--- src/design/kea_pkg.sv ---
package kea_pkg;

  localparam int unsigned CodeW    = 8;
  localparam int unsigned TimeW    = 32;
  localparam int unsigned MsW      = 16;
  localparam int unsigned CfgIdxW  = 4;
  localparam int unsigned CfgDataW = 16;
  localparam int unsigned InDataW  = 48;
  localparam int unsigned OutDataW = 8;

  localparam logic [CodeW-1:0] UpstrokeMask = 8'h80;
  localparam logic [CodeW-1:0] Low7Mask     = 8'h7F;

  typedef enum logic [CfgIdxW-1:0] {
    REG_REPEAT_DELAY = 4'd0,
    REG_REPEAT_RATE  = 4'd1,
    REG_BUTTON_HOLD  = 4'd2,
    REG_MENU_CODE    = 4'd3,
    REG_UP_CODE      = 4'd4,
    REG_DOWN_CODE    = 4'd5,
    REG_PAGE_UP      = 4'd6,
    REG_PAGE_DOWN    = 4'd7
  } kea_reg_e;

  typedef struct packed {
    logic [MsW-1:0]   repeat_delay_ms;
    logic [MsW-1:0]   repeat_rate_ms;
    logic [MsW-1:0]   button_hold_ms;
    logic [CodeW-1:0] menu_code;
    logic [CodeW-1:0] up_code;
    logic [CodeW-1:0] down_code;
    logic [CodeW-1:0] page_up_code;
    logic [CodeW-1:0] page_down_code;
  } kea_cfg_t;

  localparam kea_cfg_t CfgReset = '{
    repeat_delay_ms: 16'd500,
    repeat_rate_ms:  16'd100,
    button_hold_ms:  16'd1000,
    menu_code:       8'd105,
    up_code:         8'd76,
    down_code:       8'd77,
    page_up_code:    8'd72,
    page_down_code:  8'd73
  };

  // Deadline has passed when (deadline - now) is negative as a signed word.
  function automatic logic deadline_passed(input logic [TimeW-1:0] deadline,
                                           input logic [TimeW-1:0] now);
    logic [TimeW-1:0] diff;
    diff = deadline - now;
    return diff[TimeW-1];
  endfunction

  // Codes that map to a letter or digit in the ASCII ROM.
  function automatic logic maps_to_char(input logic [CodeW-1:0] code);
    logic [6:0] k;
    k = 7'(code & Low7Mask);
    if (code[7]) begin
      return 1'b0;
    end
    return (k >= 7'd1  && k <= 7'd10) || (k >= 7'd16 && k <= 7'd25) ||
           (k >= 7'd32 && k <= 7'd40) || (k >= 7'd49 && k <= 7'd55);
  endfunction

endpackage

--- src/design/kea_cfg_regs.sv ---
module kea_cfg_regs (
  input  logic                          clk_i,
  input  logic                          rst_ni,
  input  logic                          cfg_valid_i,
  output logic                          cfg_ready_o,
  input  logic [kea_pkg::CfgIdxW-1:0]   cfg_index_i,
  input  logic [kea_pkg::CfgDataW-1:0]  cfg_data_i,
  output kea_pkg::kea_cfg_t             cfg_o
);
  import kea_pkg::*;

  kea_cfg_t cfg_q, cfg_d;

  assign cfg_ready_o = 1'b1;
  assign cfg_o       = cfg_q;

  always_comb begin
    cfg_d = cfg_q;
    if (cfg_valid_i) begin
      case (kea_reg_e'(cfg_index_i))
        REG_REPEAT_DELAY: cfg_d.repeat_delay_ms = cfg_data_i;
        REG_REPEAT_RATE:  cfg_d.repeat_rate_ms  = cfg_data_i;
        REG_BUTTON_HOLD:  cfg_d.button_hold_ms  = cfg_data_i;
        REG_MENU_CODE:    cfg_d.menu_code       = cfg_data_i[CodeW-1:0];
        REG_UP_CODE:      cfg_d.up_code         = cfg_data_i[CodeW-1:0];
        REG_DOWN_CODE:    cfg_d.down_code       = cfg_data_i[CodeW-1:0];
        REG_PAGE_UP:      cfg_d.page_up_code    = cfg_data_i[CodeW-1:0];
        REG_PAGE_DOWN:    cfg_d.page_down_code  = cfg_data_i[CodeW-1:0];
        default:          cfg_d = cfg_q; // drop writes beyond the register list
      endcase
    end
  end

  always_ff @(posedge clk_i or negedge rst_ni) begin
    if (!rst_ni) begin
      cfg_q <= CfgReset;
    end else begin
      cfg_q <= cfg_d;
    end
  end

endmodule

--- src/design/key_event_autorepeat_top.sv ---
// Key event generator with typematic autorepeat. Each input transfer is one
// poll (key code, menu button level, millisecond time) and yields exactly one
// output transfer carrying the key event, 0 when nothing happened. A poll is
// held in an input register until the output register is free; its event is
// then loaded into the output register and offered. With the event side ready
// the block takes one poll per clock cycle; a stalled event holds the input
// register and stalls the poll side.
// Configuration writes are taken in any cycle and should be issued while no
// poll is in flight.
module key_event_autorepeat_top (
  input  logic                          clk_i,
  input  logic                          rst_ni,
  // Configuration write channel
  input  logic                          cfg_valid_i,
  output logic                          cfg_ready_o,
  input  logic [kea_pkg::CfgIdxW-1:0]   cfg_index_i,
  input  logic [kea_pkg::CfgDataW-1:0]  cfg_data_i,
  // Poll stream
  input  logic                          s_axis_tvalid,
  output logic                          s_axis_tready,
  // [7:0] key_code, [8] button_pressed, [40:9] now_ms, [47:41] zero
  input  logic [kea_pkg::InDataW-1:0]   s_axis_tdata,
  // Event stream
  output logic                          m_axis_tvalid,
  input  logic                          m_axis_tready,
  // [7:0] key_event
  output logic [kea_pkg::OutDataW-1:0]  m_axis_tdata
);
  import kea_pkg::*;

  kea_cfg_t cfg;

  kea_cfg_regs u_cfg (
    .clk_i       (clk_i),
    .rst_ni      (rst_ni),
    .cfg_valid_i (cfg_valid_i),
    .cfg_ready_o (cfg_ready_o),
    .cfg_index_i (cfg_index_i),
    .cfg_data_i  (cfg_data_i),
    .cfg_o       (cfg)
  );

  // Input register
  logic             in_valid_q;
  logic [CodeW-1:0] in_code_q;
  logic             in_pressed_q;
  logic [TimeW-1:0] in_now_q;

  // Output register
  logic             out_valid_q;
  logic [CodeW-1:0] out_event_q, out_event_d;

  // Poll state
  logic [CodeW-1:0] prev_code_q, prev_code_d;
  logic [TimeW-1:0] btn_deadline_q, btn_deadline_d;
  logic             btn_armed_q, btn_armed_d;
  logic [TimeW-1:0] rep_deadline_q, rep_deadline_d;
  logic             rep_phase_q, rep_phase_d;

  logic proc;
  logic in_take;
  logic [CodeW-1:0] code;

  assign proc          = in_valid_q && (!out_valid_q || m_axis_tready);
  assign s_axis_tready = !in_valid_q || proc;
  assign in_take       = s_axis_tvalid && s_axis_tready;
  assign m_axis_tvalid = out_valid_q;
  assign m_axis_tdata  = out_event_q;

  always_comb begin
    code           = in_code_q;
    prev_code_d    = prev_code_q;
    btn_deadline_d = btn_deadline_q;
    btn_armed_d    = btn_armed_q;
    rep_deadline_d = rep_deadline_q;
    rep_phase_d    = rep_phase_q;
    out_event_d    = '0;

    if (!in_pressed_q) begin
      btn_deadline_d = in_now_q + TimeW'(cfg.button_hold_ms);
      btn_armed_d    = 1'b1;
    end else if (btn_armed_q && deadline_passed(btn_deadline_q, in_now_q)) begin
      code        = cfg.menu_code;
      btn_armed_d = 1'b0;
    end

    if (code != prev_code_q) begin
      out_event_d = code;
    end
    prev_code_d = code;

    if ((code & UpstrokeMask) != '0) begin
      rep_deadline_d = in_now_q + TimeW'(cfg.repeat_delay_ms);
    end else if (deadline_passed(rep_deadline_q, in_now_q)) begin
      rep_deadline_d = in_now_q + TimeW'(cfg.repeat_rate_ms);
      if (code == cfg.up_code || code == cfg.down_code) begin
        out_event_d = code;
      end
      // Slow keys repeat on every second firing.
      rep_phase_d = !rep_phase_q;
      if (rep_phase_q && (code == cfg.page_up_code || code == cfg.page_down_code ||
                          maps_to_char(code))) begin
        out_event_d = code;
      end
    end
  end

  always_ff @(posedge clk_i or negedge rst_ni) begin
    if (!rst_ni) begin
      in_valid_q     <= 1'b0;
      out_valid_q    <= 1'b0;
      prev_code_q    <= '0;
      btn_deadline_q <= '0;
      btn_armed_q    <= 1'b1;
      rep_deadline_q <= '0;
      rep_phase_q    <= 1'b0;
    end else begin
      if (in_take) begin
        in_valid_q <= 1'b1;
      end else if (proc) begin
        in_valid_q <= 1'b0;
      end
      if (proc) begin
        out_valid_q    <= 1'b1;
        prev_code_q    <= prev_code_d;
        btn_deadline_q <= btn_deadline_d;
        btn_armed_q    <= btn_armed_d;
        rep_deadline_q <= rep_deadline_d;
        rep_phase_q    <= rep_phase_d;
      end else if (m_axis_tready) begin
        out_valid_q <= 1'b0;
      end
    end
  end

  always_ff @(posedge clk_i) begin
    if (in_take) begin
      in_code_q    <= s_axis_tdata[CodeW-1:0];
      in_pressed_q <= s_axis_tdata[CodeW];
      in_now_q     <= s_axis_tdata[CodeW+TimeW:CodeW+1];
    end
    if (proc) begin
      out_event_q <= out_event_d;
    end
  end

  // The button hold disarms only on a poll taken with the button held.
  assert property (@(posedge clk_i) disable iff (!rst_ni)
    $fell(btn_armed_q) |-> $past(proc && in_pressed_q))
    else $error("button disarmed without a held-button poll");

  // A poll with the button released always rearms.
  assert property (@(posedge clk_i) disable iff (!rst_ni)
    (proc && !in_pressed_q) |=> btn_armed_q)
    else $error("button not rearmed after release");

  // An event appears only after a poll was processed.
  assert property (@(posedge clk_i) disable iff (!rst_ni)
    $rose(out_valid_q) |-> $past(proc))
    else $error("event without a processed poll");

  // Poll input never stalls while the output register is free.
  assert property (@(posedge clk_i) disable iff (!rst_ni)
    !out_valid_q |-> s_axis_tready)
    else $error("input stalled with empty output register");

  // The repeat phase changes only when a poll is processed.
  assert property (@(posedge clk_i) disable iff (!rst_ni)
    (rep_phase_q != $past(rep_phase_q)) |-> $past(proc))
    else $error("repeat phase changed without a poll");

endmodule
--- config.mk ---
export PLATFORM = sky130hd
export DESIGN_NAME = key_event_autorepeat_top
export DESIGN_NICKNAME = d
export VERILOG_FILES = /design/src/design/kea_pkg.sv /design/src/design/kea_cfg_regs.sv /design/src/design/key_event_autorepeat_top.sv
export SDC_FILE = /design/constraint.sdc
export NUM_CORES = 1
export LEC_CHECK = 0
export ABC_AREA = 1
export BUFFER_PORTS_ARGS = -buffer_cell sky130_fd_sc_hd__clkbuf_2
export CAP_MARGIN = 20
export CORE_MARGIN = 1
export CORE_UTILIZATION = 57
export CTS_BUF_LIST = sky130_fd_sc_hd__clkbuf_4
export CTS_CLUSTER_SIZE = 12
export DETAILED_ROUTE_END_ITERATION = 8
export PLACE_DENSITY = 0.83
export SLEW_MARGIN = 10
export SYNTH_ARGS = -nofsm -noshare
export SYNTH_HDL_FRONTEND = slang
export SYNTH_SLANG_ARGS = --single-unit
--- constraint.sdc ---
create_clock -name clk_i -period 4.9 [get_ports clk_i]
set_input_delay 0.98 -clock clk_i [delete_from_list [all_inputs] [get_ports clk_i]]
set_output_delay 0.98 -clock clk_i [all_outputs]
set_load 0.02 [all_outputs]
# ---- After elaboration in Yosys (flattened, before gate mapping)
# Cells that the tools add are included.
dict set report totals {
  regBits 213
  inputBits 73
  output_inout_bits 11
  elab_cells 102
}
dict set report op_classes {
  add_sub_neg 5
  n_lt_le_gt_ge 8
  eq_ne 13
  n_mux 20
  n_bitwise 2
  n_reduce_logical 35
}
# operator n
set op_table {}
lappend op_table {{$add 32x16->32} 3}
lappend op_table {{$mux 32} 2}
lappend op_table {{$sub 32x32->32} 2}
lappend op_table {{$mux 8} 7}
lappend op_table {{$eq 8x8->1} 4}
lappend op_table {{$reduce_and 2->1} 11}
lappend op_table {{$eq 4x3->1 const B} 4}
lappend op_table {{$ge 7x6->1 const B} 2}
lappend op_table {{$le 7x6->1 const B} 2}
lappend op_table {{$mux 1} 11}
lappend op_table {{$eq 4x2->1 const B} 2}
lappend op_table {{$logic_and 1x1->1} 8}
lappend op_table {{$logic_or 1x1->1} 8}
lappend op_table {{$ne 8x8->1} 1}
lappend op_table {{$ge 7x1->1 const B} 1}
lappend op_table {{$ge 7x5->1 const B} 1}
lappend op_table {{$le 7x4->1 const B} 1}
lappend op_table {{$le 7x5->1 const B} 1}
lappend op_table {{$reduce_bool 2->1} 3}
lappend op_table {{$eq 4x1->1 const B} 1}
lappend op_table {{$logic_not 4->1} 1}
lappend op_table {{$logic_not 1->1} 3}
lappend op_table {{$reduce_and 3->1} 1}
lappend op_table {{$ne 2x1->1 const B} 1}
lappend op_table {{$not 1->1} 2}

# ---- Depth between registers and ports, before layout
# Gate-level depths: netlist (run 1).
dict set report depth {
  word_depth 17
  depth_mapped 36
  ltp_nobuf 35
}

# ---- Hierarchy
# Synthesis (run 1) repeated with hierarchy kept, for this count alone.
dict set report unflattened {
  hier_cells 1602
  area_unflattened_um2 12996.2
}
# module n_inst cells_per_inst area_each_um2
set by_module_without_submodules {}
lappend by_module_without_submodules {key_event_autorepeat_top 1 1185 9171.3}
lappend by_module_without_submodules {kea_cfg_regs 1 417 3824.9}

# ---- Least setup slack after synthesis (run 1)
# OpenSTA, ideal clock, no wires.
dict set report synth_path {
  path_type {reg2reg}
  start {register in_now_q[16]}
  end {register rep_deadline_q[22]}
  setup_ns 0.083
  arrival_time_ns 4.489
  t_required_ns 4.817
  path_slack_ns 0.328
  path_stages_with_launch 32
  n_path_buf 1
  synth_period_minus_slack_ns 4.572
  path_cell_list {edfxtp_1 -> inv_1 -> ha_1 -> nand2_1 -> nand2_1 -> nand2_1 -> nand2_1 -> nand2_1 -> nand2_1 -> a21oi_2 -> nand3_2 -> nand3_4 -> nand2_1 -> nand2_2 -> clkinv_1 -> clkbuf_1 -> nand2_1 -> nand2_1 -> ha_1 -> fa_1 -> nand3_1 -> nand3_1 -> a21boi_1 -> o21ai_0 -> a21boi_1 -> o21ai_0 -> a21boi_1 -> o21ai_2 -> nand2_1 -> nor2_2 -> xor2_1 -> o21ai_0}
}
dict set report synth_via {
  elab_chain_len 6
  elab_cells_between_ends 11
  cone_classes {add/sub (4); mux (4); reduce/logical (3)}
}
# item line_no
set synth_lines {}
lappend synth_lines {{from (decl)} key_event_autorepeat_top.sv:47} ;# logic [TimeW-1:0] in_now_q;
lappend synth_lines {{from (signal assigned)} key_event_autorepeat_top.sv:140} ;# in_now_q <= s_axis_tdata[CodeW+TimeW:CodeW+1];
lappend synth_lines {{$sub 32x32->32} kea_pkg.sv:51} ;# diff = deadline - now;
lappend synth_lines {{$logic_and 1x1->1} key_event_autorepeat_top.sv:82} ;# end else if (btn_armed_q && deadline_passed(btn_deadline_q, in_now_q)) begin
lappend synth_lines {{$mux 8} key_event_autorepeat_top.sv:82}
lappend synth_lines {{$mux 8} key_event_autorepeat_top.sv:79} ;# if (!in_pressed_q) begin
lappend synth_lines {{$reduce_bool 2->1 (no line)} n/a}
lappend synth_lines {{$reduce_and 2->1 (no line)} n/a}
lappend synth_lines {{to (signal assigned)} key_event_autorepeat_top.sv:128} ;# rep_deadline_q <= rep_deadline_d;
lappend synth_lines {{to (decl)} key_event_autorepeat_top.sv:57} ;# logic [TimeW-1:0] rep_deadline_q, rep_deadline_d;
# Parallel ways exist; a longest one is shown, timed or not. The select of a mux whose other input is x is not followed.
# A chain may end at the register's enable or synchronous reset.

# ---- Worst setup path in the final report (run 1)
dict set report layout_path {
  start {register in_now_q[11]}
  end {register rep_deadline_q[24]}
}
# Same word-level chain as after synthesis.

==> results of run 1 <==
## logic make-up after synthesis
family	Yosys count
AND/OR/NAND/NOR	632
AO/OA/AOI/OAI	242
flip-flops	213
buffers and inverters	188
adder cells (fa/ha/maj)	94
XOR/XNOR	68
other	1
## cell type report
type | instances | area, um^2 | share of cell area [%]
Multi-Input combinational cell | 1037 | 5770 | 41.6
Antenna cell | 1 | 2.50 | 0.0181
Timing Repair Buffer | 127 | 820 | 5.91
Tap cell | 270 | 338 | 2.44
Inverter | 157 | 589 | 4.25
Clock inverter | 17 | 73.8 | 0.533
Sequential cell | 213 | 5620 | 40.5
Clock buffer | 87 | 653 | 4.71
## worst reg2reg max path: cells and delay by family, from the launching register on
family	cells	cell delay (ns)
adders and majority gates	3	0.88
xor gates and xnor gates	1	0.15
AOI/OAI and AO/OA	6	0.90
buffers and inverters	3	0.42
DFF	1	0.41
and+or+nand+nor	19	1.74
## per-layer routing
metal | share of wire [%] | vias up | wire, um
met3 | 6.3 | 76 | 1830
met5 | 0 | - | 0
li1 | - | 5028 | -
met4 | 2.8 | 0 | 807
met2 | 49 | 383 | 14100
met1 | 42 | 4879 | 12300
## cells in the final DEF, fill, tap and decap left out, types with 32 or more instances in the layout
cell      synthesis  final
clkbuf_4          0     87
o21ai_0         158    156
a21oi_1          53     52
buf_4             1     47
xor2_1           49     49
edfxtp_1         49     49
nor2_1           41     38
nand3_1          48     46
nand2_1         489    485
ha_1             92     92
clkbuf_2          0     74
inv_1           154    150
dfstp_2          32     32
dfrtp_1         132    132
## stage by stage
| step | setup WS, ns | TNS (ns) | total power [W] | utilization [%] |
|---|---|---|---|---|
| after global routing | -0.0139 | -0.0198 | 0.00737 | 67.6 |
| after CTS | 0.0421 | 0 | 0.00678 | 66.8 |
| after global placement | 0.203 | 0 | 0.00504 | 63.3 |
| after floorplan | 0.328 | 0 | 0.00444 | - |
| final | 0.283 | 0 | 0.00685 | 67.6 |
| after detailed placement | 0.0133 | 0 | 0.00519 | 63.3 |
## where the power goes
group | leakage (nW) | internal, W | switching (W)
registers | 2.46 | 0.00234 | 0.000299
clock network | 0.435 | 0.000810 | 0.000752
logic | 4.27 | 0.00104 | 0.00160
total | 7.16 | 0.00419 | 0.00265
## worst paths after layout
kind	start	end	slack [ns]	cells past startpoint
max	in_now_q[11]$_DFFE_PP_	rep_deadline_q[24]$_DFFE_PN0P_	0.28	32
min	rst_ni	u_cfg.cfg_o[57]$_DFFE_PN0P_	0.39	1
max reg2reg	in_now_q[11]$_DFFE_PP_	rep_deadline_q[24]$_DFFE_PN0P_	0.28	32
min reg2reg	rep_phase_q$_DFFE_PN0P_	rep_phase_q$_DFFE_PN0P_	0.48	1
max in group asynchronous	rst_ni	btn_deadline_q[24]$_DFFE_PN0P_	3.47	2
min in group clk_i	s_axis_tdata[6]	in_code_q[6]$_DFFE_PP_	0.43	1
## what timing repair did
item,CTS,global route
pin swaps,0,9
gates resized for setup,1,24
setup buffers,0,5
setup endpoints to repair,3,19
## sequential cells by signal, summed over array words and instances, names as in the netlist
register / count
prev_code_q: 8
in_code_q: 8
btn_deadline_q: 32
btn_armed_q: 1
u_cfg.cfg_o: 88
rep_phase_q: 1
in_now_q: 32
rep_deadline_q: 32
m_axis_tvalid: 1
m_axis_tdata: 8
in_pressed_q: 1
in_valid_q: 1
==> metrics.md, run 1 <==
| Metric | Value |
|---|---|
| Status | complete, no violations |
| Pwr Density | 494 nW/um^2 |
| Final GP Congestion | 0.921 |
| Largest family of logic cells by synthesized area | simple AND/OR/NAND/NOR gates |
| Worst Setup End Kind | register |
| Post-synthesis cell area | 12000 um^2 |
| Top Ports | 84 |
| Clock buffer depth | 3 |
| Mean post-synth cell area | 8.37 um^2 |
| Worst EP required | 5.47 ns |
| IO Port Bufs | 75 |
| Hold Vio Cnt, Final | 0 |
| F_max | 217 MHz |
| DRC Markers | 0 |
| Core area | 20500 um^2 |
| Async set or reset register ratio after synthesis | 77.0% |
| Met1 Usage GRT | 35.1% |
| Synth top cells by count | nand2_1, o21ai_0, inv_1 |
| Clock Latency Late Sink | 0.72 ns |
| Area contributors post-synth | dfrtp_1, nand2_1, edfxtp_1 |
| Cell accounting for the most synthesized area | dfrtp_1 |
| Detailed-placement wirelength estimate | 20500 um |
| Final period utilization | 94.2% |
| Yosys reg bits | 213 |
| Post-CTS Hold Buffers | 0 |
| Design area | 13900 um^2 |
| CP most frequent cell | nand2_1 |
| GRT Total Usage | 27.1% |
| Post-DP Area | 13000 um^2 |
| Worst path bufs/invs | 3 |
| Post-route ant nets | 0 |
| Initial antenna violation count | 1 |
| Non-filler cells in the finished layout | 1909 |
| Synth Area in Compound Gates | 10.7% |
| CTS tree | yes |
| Post-synth EDFFs | 49 |
| Max Cap Viol | 0 |
| Final setup viols | 0 |
| Starting Density | 58.7% |
| Total Wirelength | 29000 um |
| Site row count | 52 |
| Register area share after synthesis | 46.7% |
| Setup Crit Path Kind | register to register |
| Relative slew slack | 31.0% |
| Simple-gate portion of the synthesized area | 21.8% |
| Busiest grt layer | met2 |
| Crit-path slowest cell | edfxtp_1 |
| Vias per cell | 5.43 |
| CTS H-tree lvls | 2 |
| Peak supply drop | 0.000252 V |
| Largest net degree at the start of global routing | 101 |
| Initial DRC count | 672 |
| CP top delay family | simple AND/OR/NAND/NOR gates |
| Nets | 1758 |
| Post-synthesis instance total | 1438 |
| Root Buffer | clkbuf_4 |
| Vias in the first global route | 10097 |
| Worst-path clk slew | 0.07 ns |
| Top-count cell post-synth | nand2_1 |
| Arrival @ worst endpoint | 5.19 ns |
| GR met2 Demand/Resource | 45.3% |
| First-pass GRT wire length | 47300 um |
| CTS buffer count | 55 |
| Slew Viols, Final | 0 |
| Routed WL per cell | 15.2 um |
| Met3 usage | 4.32% |
| Lkg Pwr | 7.16 nW |
| Synthesized-area fraction occupied by adder cells | 9.90% |
| Layout Skew | 0.0703 ns |
| CP Launch Type | register |
| Share of layout cells above drive strength 1 | 18.2% |
| Synth-to-Final Area Change | 15.1% |
| Aggregate global routing overflow | 0 |
| DR vias | 10366 |
| Yosys warns | 0 |
| Critical-path maximum fanout | 15 |
| Post-Synth XOR/XNOR Area | 4.95% |
| TritonRoute pass-1 iters | 5 |
| Count of cell types in the netlist | 46 |
| Hold WC Path Type | primary input to async pin |
| Die Area | 21700 um^2 |
| Top cell type's share of synthesized area | 27.4% |
| Slew @ Worst Pin | 1.03 ns |
| Final Critical Period | 4.62 ns |
| Dpl cells | 1796 |
| Sink Count | 213 |
| Filler cells | 1588 |
| Worst hold slack | 0.387 ns |
| Syn Nets | 1605 |
| Post-synthesis mux area share | 0% |
| Crit-path max cell delay | 0.41 ns |
| Dominant synthesized flop cell | dfrtp_1 |
| Die Y | 147 um |
| DIE WIDTH | 147 um |
Power figures use the tool's default switching activity.
==> inputs of run 2 (changes only) <==
--- a/config.mk
+++ b/config.mk
@@ -8,12 +8,16 @@
 export ABC_AREA = 1
 export BUFFER_PORTS_ARGS = -buffer_cell sky130_fd_sc_hd__clkbuf_2
 export CAP_MARGIN = 20
+export CELL_PAD_IN_SITES_DETAIL_PLACEMENT = 1
+export CELL_PAD_IN_SITES_GLOBAL_PLACEMENT = 1
 export CORE_MARGIN = 1
-export CORE_UTILIZATION = 57
+export CORE_UTILIZATION = 43
 export CTS_BUF_LIST = sky130_fd_sc_hd__clkbuf_4
+export CTS_CLUSTER_DIAMETER = 200
 export CTS_CLUSTER_SIZE = 12
 export DETAILED_ROUTE_END_ITERATION = 8
-export PLACE_DENSITY = 0.83
+export PLACE_DENSITY = 0.82
+export RECOVER_POWER = 25
 export SLEW_MARGIN = 10
 export SYNTH_ARGS = -nofsm -noshare
 export SYNTH_HDL_FRONTEND = slang
==> run 2 against run 1 <==
  * The run now ends with max-capacitance violations, max-slew violations left
  * Flip-flop and latch count stayed put
  * Clock-buffer cell count decreased by 51
  * Maximum frequency increased by 1.5%
  * Routed wire length increased by 14%
  * Critical path type unchanged
  * Critical endpoint unchanged
  * Largest cell class unchanged
==> metrics.md, run 2 (synthesis results as in run 1) <==
| Metric | Value |
|---|---|
| Status | finished with violations |
| Failing checks | max-capacitance violations, max-slew violations |
| DRC Markers | 0 |
| Die Y | 169 um |
| Sink Count | 213 |
| Detailed-placement wirelength estimate | 24600 um |
| GRT Total Usage | 23.8% |
| Peak supply drop | 0.000173 V |
| Crit-path max cell delay | 0.47 ns |
| Commonest cells after routing, fill and taps aside | nand2_1, o21ai_0, inv_1, dfrtp_1, ha_1 |
| CP most frequent cell | nand2_1 |
| Pwr Density | 463 nW/um^2 |
| Site row count | 60 |
| CTS tree | yes |
| Final period utilization | 92.8% |
| P_int | 0.00374 W |
| Worst EP required | 5.51 ns |
| Initial DRC count | 532 |
| Die Area | 28700 um^2 |
| TritonRoute pass-1 iters | 6 |
| Post-route ant nets | 0 |
| Filler cells | 3410 |
| Slew Viols, Final | 83 |
| Setup ws final | 0.353 ns |
| Routed WL per cell | 16.8 um |
| Net load switching power | 0.00260 W |
| Clock buffer depth | 3 |
| Final setup viols | 0 |
| Total Wirelength | 33000 um |
| Non-filler cells in the finished layout | 1964 |
| Max Cap Viol | 1 |
| Root Buffer | clkbuf_4 |
| Crit-path slowest cell | edfxtp_1 |
| Synth-to-Final Area Change | 13.8% |
| Switching fraction of total power | 41.0% |
| Arrival @ worst endpoint | 5.16 ns |
| CTS buffer count | 21 |
| CTS H-tree lvls | 1 |
| Lkg Pwr | 6.98 nW |
| Core area | 27200 um^2 |
| Top Ports | 84 |
| Layout Skew | 0.0330 ns |
| Final Core Density | 50.4% |
| Logic pwr share | 43.4% |
| Vias per cell | 5.15 |
| FF-to-FF setup slack | 0.35 ns |
| Slew @ Worst Pin | 2.39 ns |
| Final GP Congestion | 0.817 |
| Clock Latency Late Sink | 0.70 ns |
| Flop pwr share | 41.5% |
| CP Launch Type | register |
| Aggregate global routing overflow | 0 |
| Relative slew slack | -59.5% |
| Nets | 1743 |
| Worst Setup End Kind | register |
| Starting Density | 44.3% |
| First-pass GRT wire length | 54100 um |
| DIE WIDTH | 169 um |
| Vias in the first global route | 10637 |
| Clock share of power | 15.1% |
| Total Power | 0.00634 W |
| Pre-CTS setup slack | -0.0629 ns |
| Initial antenna violation count | 1 |
| Worst-path clk slew | 0.15 ns |
| F_max | 220 MHz |
| Dpl cells | 1919 |
| Max FFs per register | 88 |
| Most common cell after layout, fill and taps aside | nand2_1 |
| Setup Crit Path Kind | register to register |
| Hold Vio Cnt, Final | 0 |
| Critical-path maximum fanout | 8 |
| IO Port Bufs | 75 |
| Hold WC Path Type | primary input to register |
| Largest net degree at the start of global routing | 84 |
| DR vias | 10117 |
| Share of layout cells above drive strength 1 | 16.5% |
| Final Critical Period | 4.55 ns |
-- run 2: final cells by class --
class                      instances  area, um^2  share of cell area (%)
clock inverter                     2        8.76                  0.0640
inverter                         157         589                    4.30
sequential                       213        5620                    41.0
timing repair buffer             146         957                    6.99
clock buffer                      36         270                    1.97
antenna                            1        2.50                  0.0183
tap                              372         465                    3.40
multi-input combinational       1037        5780                    42.2
-- run 2: metal layers --
layer,vias up,share of wire [%],GRT usage [%]
met5,-,0,0
met4,0,1.8,5.44
met3,42,2.8,2.08
met2,129,49,41.4
met1,5001,46,32.1
li1,4945,-,-
-- run 2: power groups by stage --
stage | clock network (W) | logic (W) | registers (W)
floorplan | 0 | 0.00184 | 0.00260
global placement | 0 | 0.00250 | 0.00264
detailed placement | 0 | 0.00267 | 0.00267
CTS | 0.000988 | 0.00269 | 0.00263
global route | 0.00104 | 0.00314 | 0.00269
finish | 0.000958 | 0.00275 | 0.00263
-- run 2: path summary, 6_finish.rpt --
| path | from | to | cells past startpoint |
|---|---|---|---|
| min in group asynchronous | rst_ni | u_cfg.cfg_o[64]$_DFFE_PN0P_ | 1 |
| worst max register to register | in_now_q[14]$_DFFE_PP_ | rep_deadline_q[24]$_DFFE_PN0P_ | 32 |
| worst min register to register | u_cfg.cfg_o[79]$_DFFE_PN1P_ | u_cfg.cfg_o[79]$_DFFE_PN1P_ | 2 |
| worst min-delay path | s_axis_tdata[6] | in_code_q[6]$_DFFE_PP_ | 1 |
| max in group asynchronous | rst_ni | u_cfg.cfg_o[66]$_DFFE_PN0P_ | 1 |
| worst max-delay path | in_now_q[14]$_DFFE_PP_ | rep_deadline_q[24]$_DFFE_PN0P_ | 32 |
-- run 2: critical path: cells and delay by family, from the launching register on --
kind | cells | cell delay [ns]
compound gates | 7 | 1.04
buf+inv | 7 | 0.88
simple gates | 15 | 1.38
flops | 1 | 0.47
fa+ha+maj | 2 | 0.56
xor+xnor | 1 | 0.13
-- run 2: repair_timing --
item                       CTS  global route
setup buffers                0             5
cloned                       0             0
hold buffers                 0             0
gates resized for setup      1            24
pin swaps                    0             4
setup endpoints to repair    4            19
-- run 2: through the flow --
| stage | hold WS (ns) | instance area [um^2] | setup TNS, ns |
|---|---|---|---|
| floorplan | 0.445 | 12000 | 0 |
| global placement | 0.459 | 13200 | 0 |
| detailed placement | 0.470 | 13300 | -0.147 |
| CTS | 0.347 | 13500 | 0 |
| global route | 0.395 | 13700 | -0.0909 |
| finish | 0.445 | 13700 | 0 |
